`src/rtl/core/apr_pkg.sv`:
```
// Package: shared types and constants for the aging page replacement block.
package apr_pkg;

  localparam int PAGE_IN_W   = 20;
  localparam int FRAME_OUT_W = 7;

  typedef enum logic [2:0] {
    ST_CLEAR,
    ST_IDLE,
    ST_SCAN,
    ST_DRAIN,
    ST_COMMIT
  } apr_state_t;

  typedef struct packed {
    logic capture;
    logic clr;
    logic rd;
    logic commit;
  } apr_cmd_t;

endpackage

```
`src/rtl/core/apr_dp.sv`:
```
// Datapath: tag and age memories, lookup and victim tracking, response registers.
module apr_dp import apr_pkg::*; #(
  parameter int NUM_FRAMES = 128,
  parameter int AGE_BITS   = 8,
  parameter int PAGE_BITS  = 20,
  parameter int FW         = 7
) (
  input  logic                   clk,
  input  logic                   rst,
  input  apr_cmd_t               cmd,
  input  logic [FW-1:0]          addr,
  input  logic [PAGE_IN_W-1:0]   page_in,
  output logic                   hit_out,
  output logic [FRAME_OUT_W-1:0] frame_out
);

  localparam logic [AGE_BITS-1:0] AGE_TOP = {1'b1, {(AGE_BITS - 1){1'b0}}};

  logic [PAGE_BITS:0]    tag_mem [NUM_FRAMES];
  logic [AGE_BITS-1:0]   age_mem [NUM_FRAMES];
  logic [PAGE_BITS:0]    tag_rd;
  logic [AGE_BITS-1:0]   age_rd;
  logic [PAGE_BITS-1:0]  page_q;
  logic                  s1_valid;
  logic [FW-1:0]         s1_idx;
  logic                  pend;
  logic                  pend_hit;
  logic [FW-1:0]         pend_idx;
  logic                  found;
  logic [FW-1:0]         hit_idx;
  logic [FW-1:0]         min_idx;
  logic [AGE_BITS-1:0]   best;
  logic                  match;
  logic                  first;
  logic [AGE_BITS-1:0]   aged;
  logic [FW-1:0]         used;
  logic                  tag_we;
  logic [FW-1:0]         tag_wa;
  logic [PAGE_BITS:0]    tag_wd;
  logic                  age_we;
  logic [FW-1:0]         age_wa;
  logic [AGE_BITS-1:0]   age_wd;

  always_ff @(posedge clk) begin
    if (tag_we) begin
      tag_mem[tag_wa] <= tag_wd;
    end
  end

  always_ff @(posedge clk) begin
    if (cmd.rd) begin
      tag_rd <= tag_mem[addr];
    end
  end

  always_ff @(posedge clk) begin
    if (age_we) begin
      age_mem[age_wa] <= age_wd;
    end
  end

  always_ff @(posedge clk) begin
    if (cmd.rd) begin
      age_rd <= age_mem[addr];
    end
  end

  always_comb begin
    first = (s1_idx == '0);
    match = tag_rd[PAGE_BITS] && (tag_rd[PAGE_BITS-1:0] == page_q);
    if (pend && (s1_idx == pend_idx)) begin
      aged = pend_hit ? ((age_rd >> 1) | AGE_TOP) : AGE_TOP;
    end else if (pend) begin
      aged = age_rd >> 1;
    end else begin
      aged = age_rd;
    end
    used   = found ? hit_idx : min_idx;
    tag_we = cmd.clr || cmd.commit;
    tag_wa = cmd.commit ? used : addr;
    tag_wd = cmd.commit ? {1'b1, page_q} : '0;
    age_we = cmd.clr || s1_valid;
    age_wa = cmd.clr ? addr : s1_idx;
    age_wd = cmd.clr ? '0 : aged;
  end

  always_ff @(posedge clk) begin
    if (rst) begin
      s1_valid <= 1'b0;
      pend     <= 1'b0;
    end else begin
      s1_valid <= cmd.rd;
      if (cmd.commit) begin
        pend <= 1'b1;
      end
    end
  end

  always_ff @(posedge clk) begin
    s1_idx <= addr;
    if (cmd.capture) begin
      page_q <= PAGE_BITS'(page_in);
    end
    if (s1_valid) begin
      if (first) begin
        found   <= match;
        hit_idx <= s1_idx;
        min_idx <= s1_idx;
        best    <= aged;
      end else begin
        if (match && !found) begin
          found   <= 1'b1;
          hit_idx <= s1_idx;
        end
        if (aged < best) begin
          best    <= aged;
          min_idx <= s1_idx;
        end
      end
    end
    if (cmd.commit) begin
      pend_idx  <= used;
      pend_hit  <= found;
      hit_out   <= found;
      frame_out <= FRAME_OUT_W'(used);
    end
  end

`ifndef SYNTH
  a_clear_not_in_scan: assert property (@(posedge clk) disable iff (rst)
    cmd.clr |-> !s1_valid)
    else $error("clearing write overlaps scan write-back");

  a_commit_after_drain: assert property (@(posedge clk) disable iff (rst)
    cmd.commit |-> !s1_valid && !cmd.rd)
    else $error("commit while scan still in flight");

  a_read_feeds_stage: assert property (@(posedge clk) disable iff (rst)
    cmd.rd |=> s1_valid && (s1_idx == $past(addr)))
    else $error("scan stage lost a frame read");
`endif

endmodule

```
`config.mk`:
```
export PLATFORM = sky130hd
export DESIGN_NAME = apr_dp
export DESIGN_NICKNAME = d
export VERILOG_FILES = /design/src/rtl/core/apr_pkg.sv /design/src/rtl/core/apr_dp.sv
export SDC_FILE = /design/constraint.sdc
export NUM_CORES = 2
export LEC_CHECK = 0
export BUFFER_PORTS_ARGS = -buffer_cell sky130_fd_sc_hd__clkbuf_2
export CAP_MARGIN = 20
export CELL_PAD_IN_SITES_DETAIL_PLACEMENT = 0
export CELL_PAD_IN_SITES_GLOBAL_PLACEMENT = 1
export CORE_MARGIN = 2
export CORE_UTILIZATION = 43
export CTS_CLUSTER_DIAMETER = 60
export DETAILED_ROUTE_END_ITERATION = 8
export PLACE_DENSITY = 0.64
export SLEW_MARGIN = 20
export SYNTH_ARGS = -nofsm -noshare
export SYNTH_HDL_FRONTEND = slang
export SYNTH_SLANG_ARGS = --single-unit
```
`constraint.sdc`:
```
create_clock -name clk -period 8.3 [get_ports clk]
set_input_delay 1.245 -clock clk [delete_from_list [all_inputs] [get_ports clk]]
set_output_delay 1.245 -clock clk [all_outputs]
set_load 0.01 [all_outputs]
```
==> run metrics <==
Pleak=just over 0.05 uW; total power=slightly above 40,000 uW; initial antenna violation count=26; YS warnings=0; period utilization=between 50% and 60%; IR Drop Worst-Case VDD=0.178 mV; fraction of layout instances using a drive strength above 1=between 30% and 40%; gate count of the mapped netlist=between 5,000 and 6,000; Syn Nets=around 5,900; RSZ-0062 raised after global routing=false; Slew @ Worst Pin=~1.1 ns; Layout Nets=around 6,300; clock skew=about 0.062 ns; element type at the critical path start=input port; RePlAce Congestion=about 0.78; critical-path cell list=buf_12, buf_16, buf_12, mux4_2, mux4_2, mux4_2, mux2_2; Slew Viols, Final=0; CP bufs+invs=3; hold-fix buffer count after cts=0; Worst EP required=9.00 ns; 1st-pass router iterations=5; clk_lat worst skew=around 0.96 ns; hold slack=around 0.5 ns; PD cells=248 nW/um2; CTS root buf=clkbuf_16; Core Area=337,000 um2; Max-cap violations=0; combinational share of power=5.4%; row count=around 210; vias in the first global route=66,400; Final setup viols=0; Fin. Hold Viols=0; synthesized cell area=146,000 um2; TritonCTS clock tree=done; Tot GR Track Use=between 20% and 30%; most frequent cells in the layout=edfxtp_1, mux4_2, clkbuf_16, buf_4, nor2_1; Die Y=a little under 600 um; Routed WL per cell=~32 um; Slowest cell on crit path=buf_12; syn avg cell area=around 25 um2; biggest cell delay along the critical path=~0.65 ns; DRT antenna net count=0; Routed WL=357,000 um; first-pass GRT wire length=just over 500,000 um; crit path time final=between 4 and 5 ns; critical path class=in -> reg; drt initial violations=roughly 7,700; Hold Crit Class=in -> reg; power share of the sequential group=a little over half; dpl hpwl=~200,000 um; sw frac=about 22%; commonest non-fill, non-tap cell in the layout=edfxtp_1; gr ovfl total=0; Vias=between 60,000 and 70,000; internal cell power=32,200 uW; Synth Register Bits=3,801; Fmax=about 0.23 GHz; Starting Density=between 40% and 50%; Arr. time, crit path=roughly 5.0 ns; die area=roughly 340,000 um2; port buffer count=40; proportion of synthesized chip area in sequential cells=78.3%; number of library cell types mapped by synthesis=39; Die Wd=roughly 590 um; total setup buffers inserted after CTS=0; CTS H-Tree Depth=5; NetSw=~9000 uW; setup TNS=0 ns; DR vias/cell=around 5.9; Setup crit end kind=flip-flop; area growth from synthesis to layout=13.5%; crit path max fanout=about 100; Residual DRC=0; CTS max path bufs=4; Sink Count=about 3,800; outcome=finished, final reports clean; largest net degree at the start of global routing=155; Crit path max-delay family=multiplexers; CP most frequent cell=mux4_2; Num CTS Buffers=approximately 400; clk slew on worst S/H paths=~0.06 ns; slew margin rel.=between 20% and 30%; Clock power frac=between 40% and 50%; post_cts resized=0; # IOs=41
==> sequential cells by signal (all words and copies together) (netlist names) <==
signal and count:
best 8, min_idx 7, hit_idx 7, pend_hit 1
tag_rd 21, pend_idx 7, page_q 20, s1_valid 1
pend 1, age_mem 1024, found 1, age_rd 8
s1_idx 7, tag_mem 2688
==> worst register-to-register path: cells and delay by family (launching register included) <==
kind,cells,cell delay (ns)
and+or+nand+nor,3,1.86
muxes,2,0.82
DFF,1,0.57
buffers and inverters,1,0.45
==> final cells by class <==
class / count / area [um2]
repair buffers: 257 / 2190
fillers: 26500 / 172000
flip-flops and latches: 3801 / 114000
diodes: 9 / 22.5
clock buffers: 488 / 10400
well taps: 4515 / 5650
clock inverters: 246 / 2250
inverters: 12 / 45.0
multi-input cells: 1740 / 30600
==> routing by layer <==
metal | share of wire, % | up-vias | wire length, um | global-route usage [%]
met5 | 0.017 | - | 61 | 0
met4 | 2.9 | 8 | 10200 | 5.68
met3 | 6.9 | 512 | 24700 | 3.48
met2 | 48 | 2396 | 172000 | 32.9
met1 | 42 | 35900 | 150000 | 30.0
li1 | - | 26100 | - | -
==> through the flow <==
stage / area, um2 / worst slack (ns) / std cells / util [%]
5_1_grt: 165000 / 3.78 / 11100 / 49.1
3_5_place_dp: 152000 / 3.00 / 10300 / 45.3
3_3_place_gp: 152000 / 3.00 / 10300 / 45.3
2_1_floorplan: 146000 / 3.88 / 5857 / -
4_1_cts: 165000 / 4.04 / 11100 / 49.0
6_report: 165000 / 3.96 / 11100 / 49.1
==> synthesized netlist by cell type <==
library cell  instances  area share (%)
a211o_1               1          0.0060
a211oi_1              1          0.0052
a21o_1                3           0.015
a21oi_1               1          0.0034
a22o_1                7           0.042
and2_1               28            0.12
buf_1                42            0.11
buf_2                75            0.26
buf_4                 3           0.015
buf_6                 2           0.015
clkbuf_1            182            0.47
clkinv_1              1          0.0026
dfxtp_1               9            0.12
edfxtp_1           3792              78
ha_1                  7           0.060
inv_1                11           0.028
mux2_2               43            0.33
mux2i_1               7           0.048
mux4_2             1218              19
nand2_1              53            0.14
nand2b_1              7           0.030
nand3_1              20           0.069
nand3b_1              3           0.015
nand4_1               3           0.013
nor2_1              273            0.70
nor2b_1               3           0.013
nor3_1                3           0.010
nor4_1                5           0.021
o2111ai_1             1          0.0060
o21a_1                4           0.021
o21ai_0              13           0.045
o221ai_1              1          0.0060
o31a_1                2           0.012
o31ai_1               3           0.015
or2_2                 1          0.0043
or3_1                 1          0.0043
or4_1                 1          0.0052
xnor2_1               8           0.048
xor2_1               19            0.11
==> cells by family after synthesis <==
group                      Yosys count  share of synthesized area, %
DFF                               3801                          78.3
muxes                             1268                          19.2
and+or+nand+nor                    401                          1.15
buffers and inverters              316                         0.897
AOI/OAI and AO/OA                   37                         0.177
xor gates and xnor gates            27                         0.162
adders and majority gates            7                        0.0602
==> power by group through the flow <==
stage                     clock network [uW]  registers (uW)  logic, uW
after floorplan                            0           21800       1300
after global placement                     0           21800       2170
after detailed placement                   0           21900       2210
after CTS                              17700           21400       2210
after global routing                   18400           21400       2320
final                                  17300           21400       2200
==> final timing paths <==
check                                          from                   endpoint  slack [ns]  cells past startpoint
worst max-delay path                        addr[0]       tag_rd[20]$_DFFE_PP_        3.96                      7
worst min-delay path                    page_in[18]       page_q[18]$_DFFE_PP_        0.49                      1
worst max register to register  found$_SDFFCE_PP1P_  tag_mem[107][4]$_DFFE_PP_        4.22                      6
worst min register to register    pend$_SDFFE_PP0P_          pend$_SDFFE_PP0P_        0.52                      2
No activity file was read; power rests on OpenSTA's default activity.
