<file path="config.mk">
export PLATFORM = sky130hd
export DESIGN_NAME = apr_ctrl
export DESIGN_NICKNAME = d
export VERILOG_FILES = /design/src/rtl/core/apr_pkg.sv /design/src/rtl/core/apr_ctrl.sv
export SDC_FILE = /design/constraint.sdc
export NUM_CORES = 1
export LEC_CHECK = 0
export ABC_AREA = 1
export BUFFER_PORTS_ARGS = -buffer_cell sky130_fd_sc_hd__buf_2
export CORE_AREA = 2 2 39 41
export DETAILED_ROUTE_END_ITERATION = 16
export DIE_AREA = 0 0 41 43
export GPL_ROUTABILITY_DRIVEN = 0
export PLACE_DENSITY = 0.73
export SLEW_MARGIN = 0
export SYNTH_ARGS = -nofsm -noshare
export SYNTH_HDL_FRONTEND = slang
export SYNTH_SLANG_ARGS = --single-unit
</file>
<file path="constraint.sdc">
create_clock -name clk -period 1.65 [get_ports clk]
set_input_delay 0 -clock clk [delete_from_list [all_inputs] [get_ports clk]]
set_output_delay 0 -clock clk [all_outputs]
set_load 0.02 [all_outputs]
</file>
<file path="src/rtl/core/apr_pkg.sv">
// Package: shared types and constants for the aging page replacement block.
package apr_pkg;

  localparam int PAGE_IN_W   = 20;
  localparam int FRAME_OUT_W = 7;

  typedef enum logic [2:0] {
    ST_CLEAR,
    ST_IDLE,
    ST_SCAN,
    ST_DRAIN,
    ST_COMMIT
  } apr_state_t;

  typedef struct packed {
    logic capture;
    logic clr;
    logic rd;
    logic commit;
  } apr_cmd_t;

endpackage

</file>
<file path="src/rtl/core/apr_ctrl.sv">
// Controller: sequences the clearing pass, the frame scan and the response beat.
module apr_ctrl import apr_pkg::*; #(
  parameter int NUM_FRAMES = 128,
  parameter int FW         = 7
) (
  input  logic          clk,
  input  logic          rst,
  input  logic          req_valid,
  output logic          req_ready,
  output logic          rsp_valid,
  input  logic          rsp_ready,
  output apr_cmd_t      cmd,
  output logic [FW-1:0] addr
);

  localparam logic [FW-1:0] LAST = FW'(NUM_FRAMES - 1);

  apr_state_t    state;
  apr_state_t    state_next;
  logic [FW-1:0] idx;
  logic [FW-1:0] idx_next;
  logic          out_valid;

  always_ff @(posedge clk) begin
    if (rst) begin
      state     <= ST_CLEAR;
      idx       <= '0;
      out_valid <= 1'b0;
    end else begin
      state <= state_next;
      idx   <= idx_next;
      if (cmd.commit) begin
        out_valid <= 1'b1;
      end else if (rsp_ready) begin
        out_valid <= 1'b0;
      end
    end
  end

  always_comb begin
    state_next = state;
    idx_next   = idx;
    cmd        = '0;
    req_ready  = 1'b0;
    case (state)
      ST_CLEAR: begin
        cmd.clr  = 1'b1;
        idx_next = idx + 1'b1;
        if (idx == LAST) begin
          idx_next   = '0;
          state_next = ST_IDLE;
        end
      end
      ST_IDLE: begin
        req_ready = 1'b1;
        if (req_valid) begin
          cmd.capture = 1'b1;
          idx_next    = '0;
          state_next  = ST_SCAN;
        end
      end
      ST_SCAN: begin
        cmd.rd   = 1'b1;
        idx_next = idx + 1'b1;
        if (idx == LAST) begin
          idx_next   = '0;
          state_next = ST_DRAIN;
        end
      end
      ST_DRAIN: begin
        state_next = ST_COMMIT;
      end
      ST_COMMIT: begin
        if (!out_valid || rsp_ready) begin
          cmd.commit = 1'b1;
          state_next = ST_IDLE;
        end
      end
      default: begin
        state_next = ST_CLEAR;
        idx_next   = '0;
      end
    endcase
  end

  assign addr      = idx;
  assign rsp_valid = out_valid;

`ifndef SYNTH
  a_commit_sets_valid: assert property (@(posedge clk) disable iff (rst)
    cmd.commit |=> out_valid)
    else $error("response beat not raised after commit");

  a_capture_starts_scan: assert property (@(posedge clk) disable iff (rst)
    cmd.capture |=> (state == ST_SCAN) && (idx == '0))
    else $error("scan did not start at frame zero");

  a_scan_end_drains: assert property (@(posedge clk) disable iff (rst)
    (state == ST_SCAN) && (idx == LAST) |=> (state == ST_DRAIN))
    else $error("scan did not drain after last frame");
`endif

endmodule

</file>
==> results of run 1 <==
critical path, delay by kind of cell (launching register included):
| family | cells | cell delay [ps] |
|---|---|---|
| buffers and inverters | 2 | 280 |
| DFF | 1 | 370 |
| and+or+nand+nor | 2 | 370 |
routing by layer:
| layer | wire, um | up-vias | global-route usage | part of all wire |
|---|---|---|---|---|
| li1 | - | 345 | - | - |
| met1 | 573 | 280 | 0.199 | 0.43 |
| met2 | 636 | 15 | 0.281 | 0.48 |
| met3 | 63 | 4 | 0.0314 | 0.048 |
| met4 | 46 | 0 | 0.140 | 0.035 |
| met5 | 0 | - | 0 | 0 |
state kept, by name, summed over array words and instances (netlist names):
register,count
addr,7
state,3
rsp_valid,1
cell usage after synthesis:
cell type	count
nand2_1	19
inv_1	16
nor2_1	14
a21oi_1	12
dfxtp_1	11
nand3_1	11
nor2_2	3
inv_2	2
nand2_2	2
nand4_1	2
nor2_4	2
buf_1	1
ha_1	1
nand3_2	1
or2_2	1
power by group:
group | switching, uW | internal, uW
Clock | 87.1 | 93.8
Sequential | 6.44 | 272
Combinational | 24.4 | 14.8
per-stage QoR:
step / power (uW) / instance area, um^2 / hold slack (ps)
after floorplan: 310 / 626 / 141
after global placement: 323 / 722 / 281
after detailed placement: 324 / 722 / 283
after CTS: 499 / 748 / 0.175
after global routing: 526 / 748 / 16.4
final: 498 / 748 / -8.32
path summary, 6_finish.rpt:
kind,from,end,cells past startpoint
worst max-delay path,state[0],cmd[1],4
worst min-delay path,rst,rsp_valid,2
worst max register to register,addr[0],addr[0],8
worst min register to register,addr[6],addr[6],2
final cells by class:
type                            count  area [um^2]  share of cell area
Sequential cell                    11          220               0.294
Timing Repair Buffer               16         80.1               0.107
Inverter                           18         67.6              0.0903
Multi-Input combinational cell     68          334               0.446
Clock buffer                        4         26.3              0.0351
Tap cell                           16         20.0              0.0268
cells by family after synthesis:
| group | count (synthesis) | synth area share |
|---|---|---|
| DFF | 11 | 0.352 |
| AOI/OAI and AO/OA | 12 | 0.0960 |
| adders and majority gates | 1 | 0.0200 |
| buffers and inverters | 19 | 0.114 |
| and+or+nand+nor | 55 | 0.418 |
==> PnR_summary.wiki, run 1 <==
{| class="wikitable"
! Metric !! Value
|-
| Total setup buffers inserted after CTS || 0
|-
| Deepest clock path buffer count || 2
|-
| Clock transition time at the flip-flop clock pins of the worst setup and hold paths || approximately 60 ps
|-
| Cells resized by post-CTS repair || 0
|-
| Placed instance count || about 130
|-
| Worst-path maximum fanout || 6
|-
| Cell taking the most area after synthesis || dfxtp_1
|-
| Worst setup SP type || flip-flop
|-
| Area of the die || between 0.0015 and 0.002 mm^2
|-
| Commonest cells after routing, fill and taps aside || 19 x nand2_1, 16 x inv_1, 16 x buf_2
|-
| Via-per-instance ratio || 4.84
|-
| Number of remaining DRC errors || 0
|-
| Slowest Stage Delay on Critical Path || 370 ps
|-
| Max rail drop VDD || 0.000542 V
|-
| Final HPWL DP || roughly 1.0 mm
|-
| CTS Buf Count || 3
|-
| Detailed Route WL || between 1 and 1.5 mm
|-
| Initial antenna violation count || 0
|-
| Final cycle utilization of the critical path || 0.783
|-
| CP Data Required Time || approximately 1700 ps
|-
| CTS H-tree depth || 1
|-
| Worst setup path category || flip-flop to output pin
|-
| Y dimension of the die || ~43 um
|-
| Top cell by count, worst path || nor2_2
|-
| Yosys Warn Count || 0
|-
| Layout overhead on the synthesized area || 19.6%
|-
| Final worst slack || between 300 and 400 ps
|-
| Sequential cell area fraction in the yosys report || 0.352
|-
| Diodes inserted || 0
|-
| Timing-limited maximum frequency || around 0.77 GHz
|-
| Max-cap check violation count || 0
|-
| I/O pin count || 17
|-
| Layout Skew || around 1.8 ps
|-
| Post-layout nets || 123
|-
| Crit-path cells || nor2_2, inv_1, nor2_2, buf_2
|-
| TritonCTS Sinks || 11
|-
| CTS root buffer || clkbuf_4
|-
| DRT Pass-1 Iters || 4
|-
| Yosys top cell area share || 0.352
|-
| Critical-path top delay cell || dfxtp_1
|-
| Final hold vios || 5
|-
| Number of port buffers || 16
|-
| Final Core Density || 0.541
|-
| Most common cell after layout, fill and taps aside || nand2_1
|-
| Most area-consuming cells after synthesis || dfxtp_1 35%, nand2_1 11%, a21oi_1 9.6%
|-
| Mapped Avg Cell Area || 6.38 um^2
|-
| Internal reg-to-reg setup slack || between 300 and 400 ps
|-
| Pwr Density || about 670 mW/mm^2
|-
| Final Setup Violations || 0
|-
| Drt initial violations || 10
|-
| Critical path capture point type || output pin
|-
| Post-route setup TNS || 0 ps
|-
| Post-Synthesis Net Count || 103
|-
| Post-Syn Instances || 98
|-
| Total count of max-transition violations in the final report || 0
|-
| Violated checks || negative hold slack
|-
| LEAKAGE || about 0.00038 uW
|-
| Via count of the first global-routing pass || approximately 530
|-
| Unrepaired setup endpoints after global routing || no
|-
| Fill count || 147
|-
| Synthesis-stage register bit count || 11
|-
| Ratio of cells with drive above 1 in the final layout || 0.256
|-
| Standard-cell rows || 14
|-
| Clk_lat worst skew || ~270 ps
|-
| Cell area after synthesis || roughly 630 um^2
|-
| Min-Delay Path Class || input pin to flip-flop
|-
| Worst max-slew margin expressed relative to the limit || 0.829
|-
| Maximum number of pins on one net before global-route repair || 9
|-
| Worst setup slack after placement || ~370 ps
|-
| Min Tclk post-route || 1290 ps
|-
| Global-route wire length before repair || ~2.1 mm
|-
| Effective utilization at floorplan || 0.452
|-
| Number of non-filler instances in the completed layout || approximately 130
|-
| Worst endpoint data arrival time || between 1000 and 1500 ps
|-
| Via count || around 640
|-
| TritonCTS clock tree || built
|-
| Detailed-route wire length per cell || a little under 10 um
|-
| Number of hold buffers added after cts || 0
|-
| Worst slew pin tran || approximately 260 ps
|-
| Grt total ovfl || 0
|-
| Core ar. || approximately 0.0014 mm^2
|-
| Number of unique standard cell types used by synthesis || 15
|-
| Total GRT Usage || 0.180
|-
| Final ANT Viol Nets || 0
|-
| Horizontal die dimension || roughly 40 um
|-
| Min Hold Slack || -8.32 ps
|-
| Result of the run || finished, violations left
|}
Note: power is estimated with default switching activity, not from simulation.
==> run 2: changes to the inputs <==
Settings changed: CORE_AREA 2 2 39 41 to default, CORE_UTILIZATION from default to 44, DIE_AREA 0 0 41 43 to default, PLACE_DENSITY 0.73 to 0.71.
Clock period 1.65 ns to 1.1 ns, I/O delays scaled along.
==> PnR_summary.wiki, run 2 (synthesis results as in run 1) <==
{| class="wikitable"
! Metric !! Value
|-
| Area of the die || 0.00158 mm^2 (-11%)
|-
| Power after layout || 803 uW (+61%)
|-
| Global-route wire length before repair || 2.95 mm (+43%)
|-
| Final cycle utilization of the critical path || 1.10
|-
| Number of flip-flops in the largest register || 7 (unchanged)
|-
| Grt total ovfl || 0 (unchanged)
|-
| Ratio of cells with drive above 1 in the final layout || 0.659 (+0.403)
|-
| Worst setup path category || flip-flop to flip-flop
|-
| Met2 routing resource usage after global routing || 0.459 (+0.178)
|-
| Internal power summed over all cells || 579 uW (+52%)
|-
| CTS H-tree depth || 1 (unchanged)
|-
| Unrepaired setup endpoints after global routing || yes
|-
| Most used routing layer || met2
|-
| CTS Buf Count || 3 (unchanged)
|-
| Maximum number of pins on one net before global-route repair || 9 (unchanged)
|-
| Layout overhead on the synthesized area || 82.2%
|-
| Worst-path maximum fanout || 5 (-1)
|-
| Final Setup Violations || 12 (+12)
|-
| Deepest clock path buffer count || 2 (unchanged)
|-
| Internal reg-to-reg setup slack || -110 ps (-470 ps)
|-
| Switching fraction of total power || 0.279 (+0.0418)
|-
| Clock transition time at the flip-flop clock pins of the worst setup and hold paths || 80 ps (+20 ps)
|-
| Standard-cell rows || 13 (-1)
|-
| Min-Delay Path Class || input pin to flip-flop
|-
| Detailed Route WL || 2.19 mm (+66%)
|-
| Number of remaining DRC errors || 0 (unchanged)
|-
| Initial antenna violation count || 0 (unchanged)
|-
| Final ANT Viol Nets || 0 (unchanged)
|-
| Worst endpoint data arrival time || 1430 ps (+140 ps)
|-
| Timing-limited maximum frequency || between 0.8 and 0.9 GHz
|-
| Power spent charging and discharging nets || 224 uW (+90%)
|-
| I/O pin count || 17 (unchanged)
|-
| Worst setup SP type || flip-flop
|-
| Worst slew pin tran || 217 ps (-39.4 ps)
|-
| Number of port buffers || 16 (unchanged)
|-
| Cell area reported after detailed placement || 870 um^2 (+20%)
|-
| LEAKAGE || 0.000512 uW (+33%)
|-
| Met3 global-route usage || 0.0625 (+0.0311)
|-
| Fill count || 72 (-51%)
|-
| Result of the run || finished, violations left
|-
| Pwr Density || 704 mW/mm^2 (+5.8%)
|-
| Number of hold buffers added after cts || 0 (unchanged)
|-
| Post-layout nets || 144 (+17%)
|-
| TritonCTS clock tree || built
|-
| Final worst slack || -112 ps (-471 ps)
|-
| Diodes inserted || 0 (unchanged)
|-
| Min Hold Slack || 2.73 ps (+11.0 ps)
|-
| Max rail drop VDD || 0.000713 V (+32%)
|-
| TritonCTS Sinks || 11 (unchanged)
|-
| Min Tclk post-route || between 1000 and 1500 ps
|-
| Effective utilization at floorplan || 0.475 (+0.0228)
|-
| Worst max-slew margin expressed relative to the limit || 0.855 (+0.0263)
|-
| Via-per-instance ratio || 5.33 (+10%)
|-
| Critical path capture point type || flip-flop
|-
| Max-cap check violation count || 0 (unchanged)
|-
| Met1 usage in global routing || 0.366 (+0.167)
|-
| Final HPWL DP || 1.23 mm (+18%)
|-
| Total GRT Usage || 0.288 (+0.108)
|-
| Via count || 815 (+27%)
|-
| Clock power share || 0.373 (+0.010)
|-
| Combinational share of power || 0.115 (+0.036)
|-
| CP Data Required Time || 1320 ps (-330 ps)
|-
| CTS root buffer || clkbuf_4
|-
| Number of non-filler instances in the completed layout || 153 (+15%)
|-
| Portion of total power attributed to sequential cells || 0.512 (-0.046)
|-
| Violated checks || negative setup slack
|-
| Most common cell after layout, fill and taps aside || buf_4
|-
| Final hold vios || 0 (-5)
|-
| Y dimension of the die || 39.7 um (-7.7%)
|-
| Via count of the first global-routing pass || 700 (+33%)
|-
| Layout Skew || 0.556 ps (-1.20 ps)
|-
| DRT Pass-1 Iters || 4 (unchanged)
|-
| Commonest cells after routing, fill and taps aside || 19 x buf_4, 12 x nand2_1, 11 x inv_1, 11 x buf_2, 9 x nor2_4
|-
| Total count of max-transition violations in the final report || 0 (unchanged)
|-
| Detailed-route wire length per cell || 14.3 um (+44%)
|-
| Horizontal die dimension || 39.7 um (-3.2%)
|-
| Clk_lat worst skew || 280 ps (about the same)
|-
| Core ar. || 0.00132 mm^2 (-4.8%)
|-
| Cell area after layout || 0.00114 mm^2 (+52%)
|-
| Placed instance count || 141 (+9.3%)
|-
| Drt initial violations || 35 (+25)
|}
==> run 2: through the flow <==
| stage | setup WS [ps] | TNS (ps) | util |
|---|---|---|---|
| after floorplan | -27.2 | -66.4 | - |
| after global placement | -28.7 | -178 | 0.660 |
| after detailed placement | -80.7 | -327 | 0.660 |
| after CTS | -66.0 | -524 | 0.790 |
| after global routing | -168 | -1530 | 0.865 |
| final | -112 | -1000 | 0.865 |
==> run 2: final timing paths <==
kind,cells past startpoint,to,from
worst max-delay path,7,addr[2],state[0]
worst min-delay path,2,addr[4],rst
worst min register to register,2,addr[6],addr[6]
worst max register to register,7,addr[2],state[0]
==> run 2: area by class of cell <==
type                    count  area, um^2  area share
well taps                  15        18.8      0.0165
flip-flops and latches     11         243       0.213
inverters                  18        70.1      0.0615
clock buffers               4        26.3      0.0231
multi-input cells          68         505       0.443
repair buffers             37         277       0.243
==> run 2: power groups by stage <==
stage	sequential [uW]	combinational, uW	clock, uW
after floorplan	440	31.0	0
after global placement	426	74.9	0
after detailed placement	427	78.2	0
after CTS	411	83.8	289
after global routing	412	101	314
final	411	92.1	299
==> run 2: timing repair <==
item | CTS | global route
resized for setup | 31 | 24
pin swaps | 9 | 9
setup buffers | 6 | 2
endpoints found under the setup margin | 14 | 14
==> run 2: routing by layer <==
metal | vias to the layer above | part of all wire
li1 | 386 | -
met1 | 393 | 0.46
met2 | 28 | 0.47
met3 | 8 | 0.048
met4 | 0 | 0.024
met5 | - | 0
==> run 2: worst max-delay path, stage by stage (launching register included) <==
cell,delay [ps]
dfxtp_4,380
buf_6,110
nand3_4,100
nor2_4,170
nor2_4,90
inv_4,90
nand2_1,70
a21oi_1,120
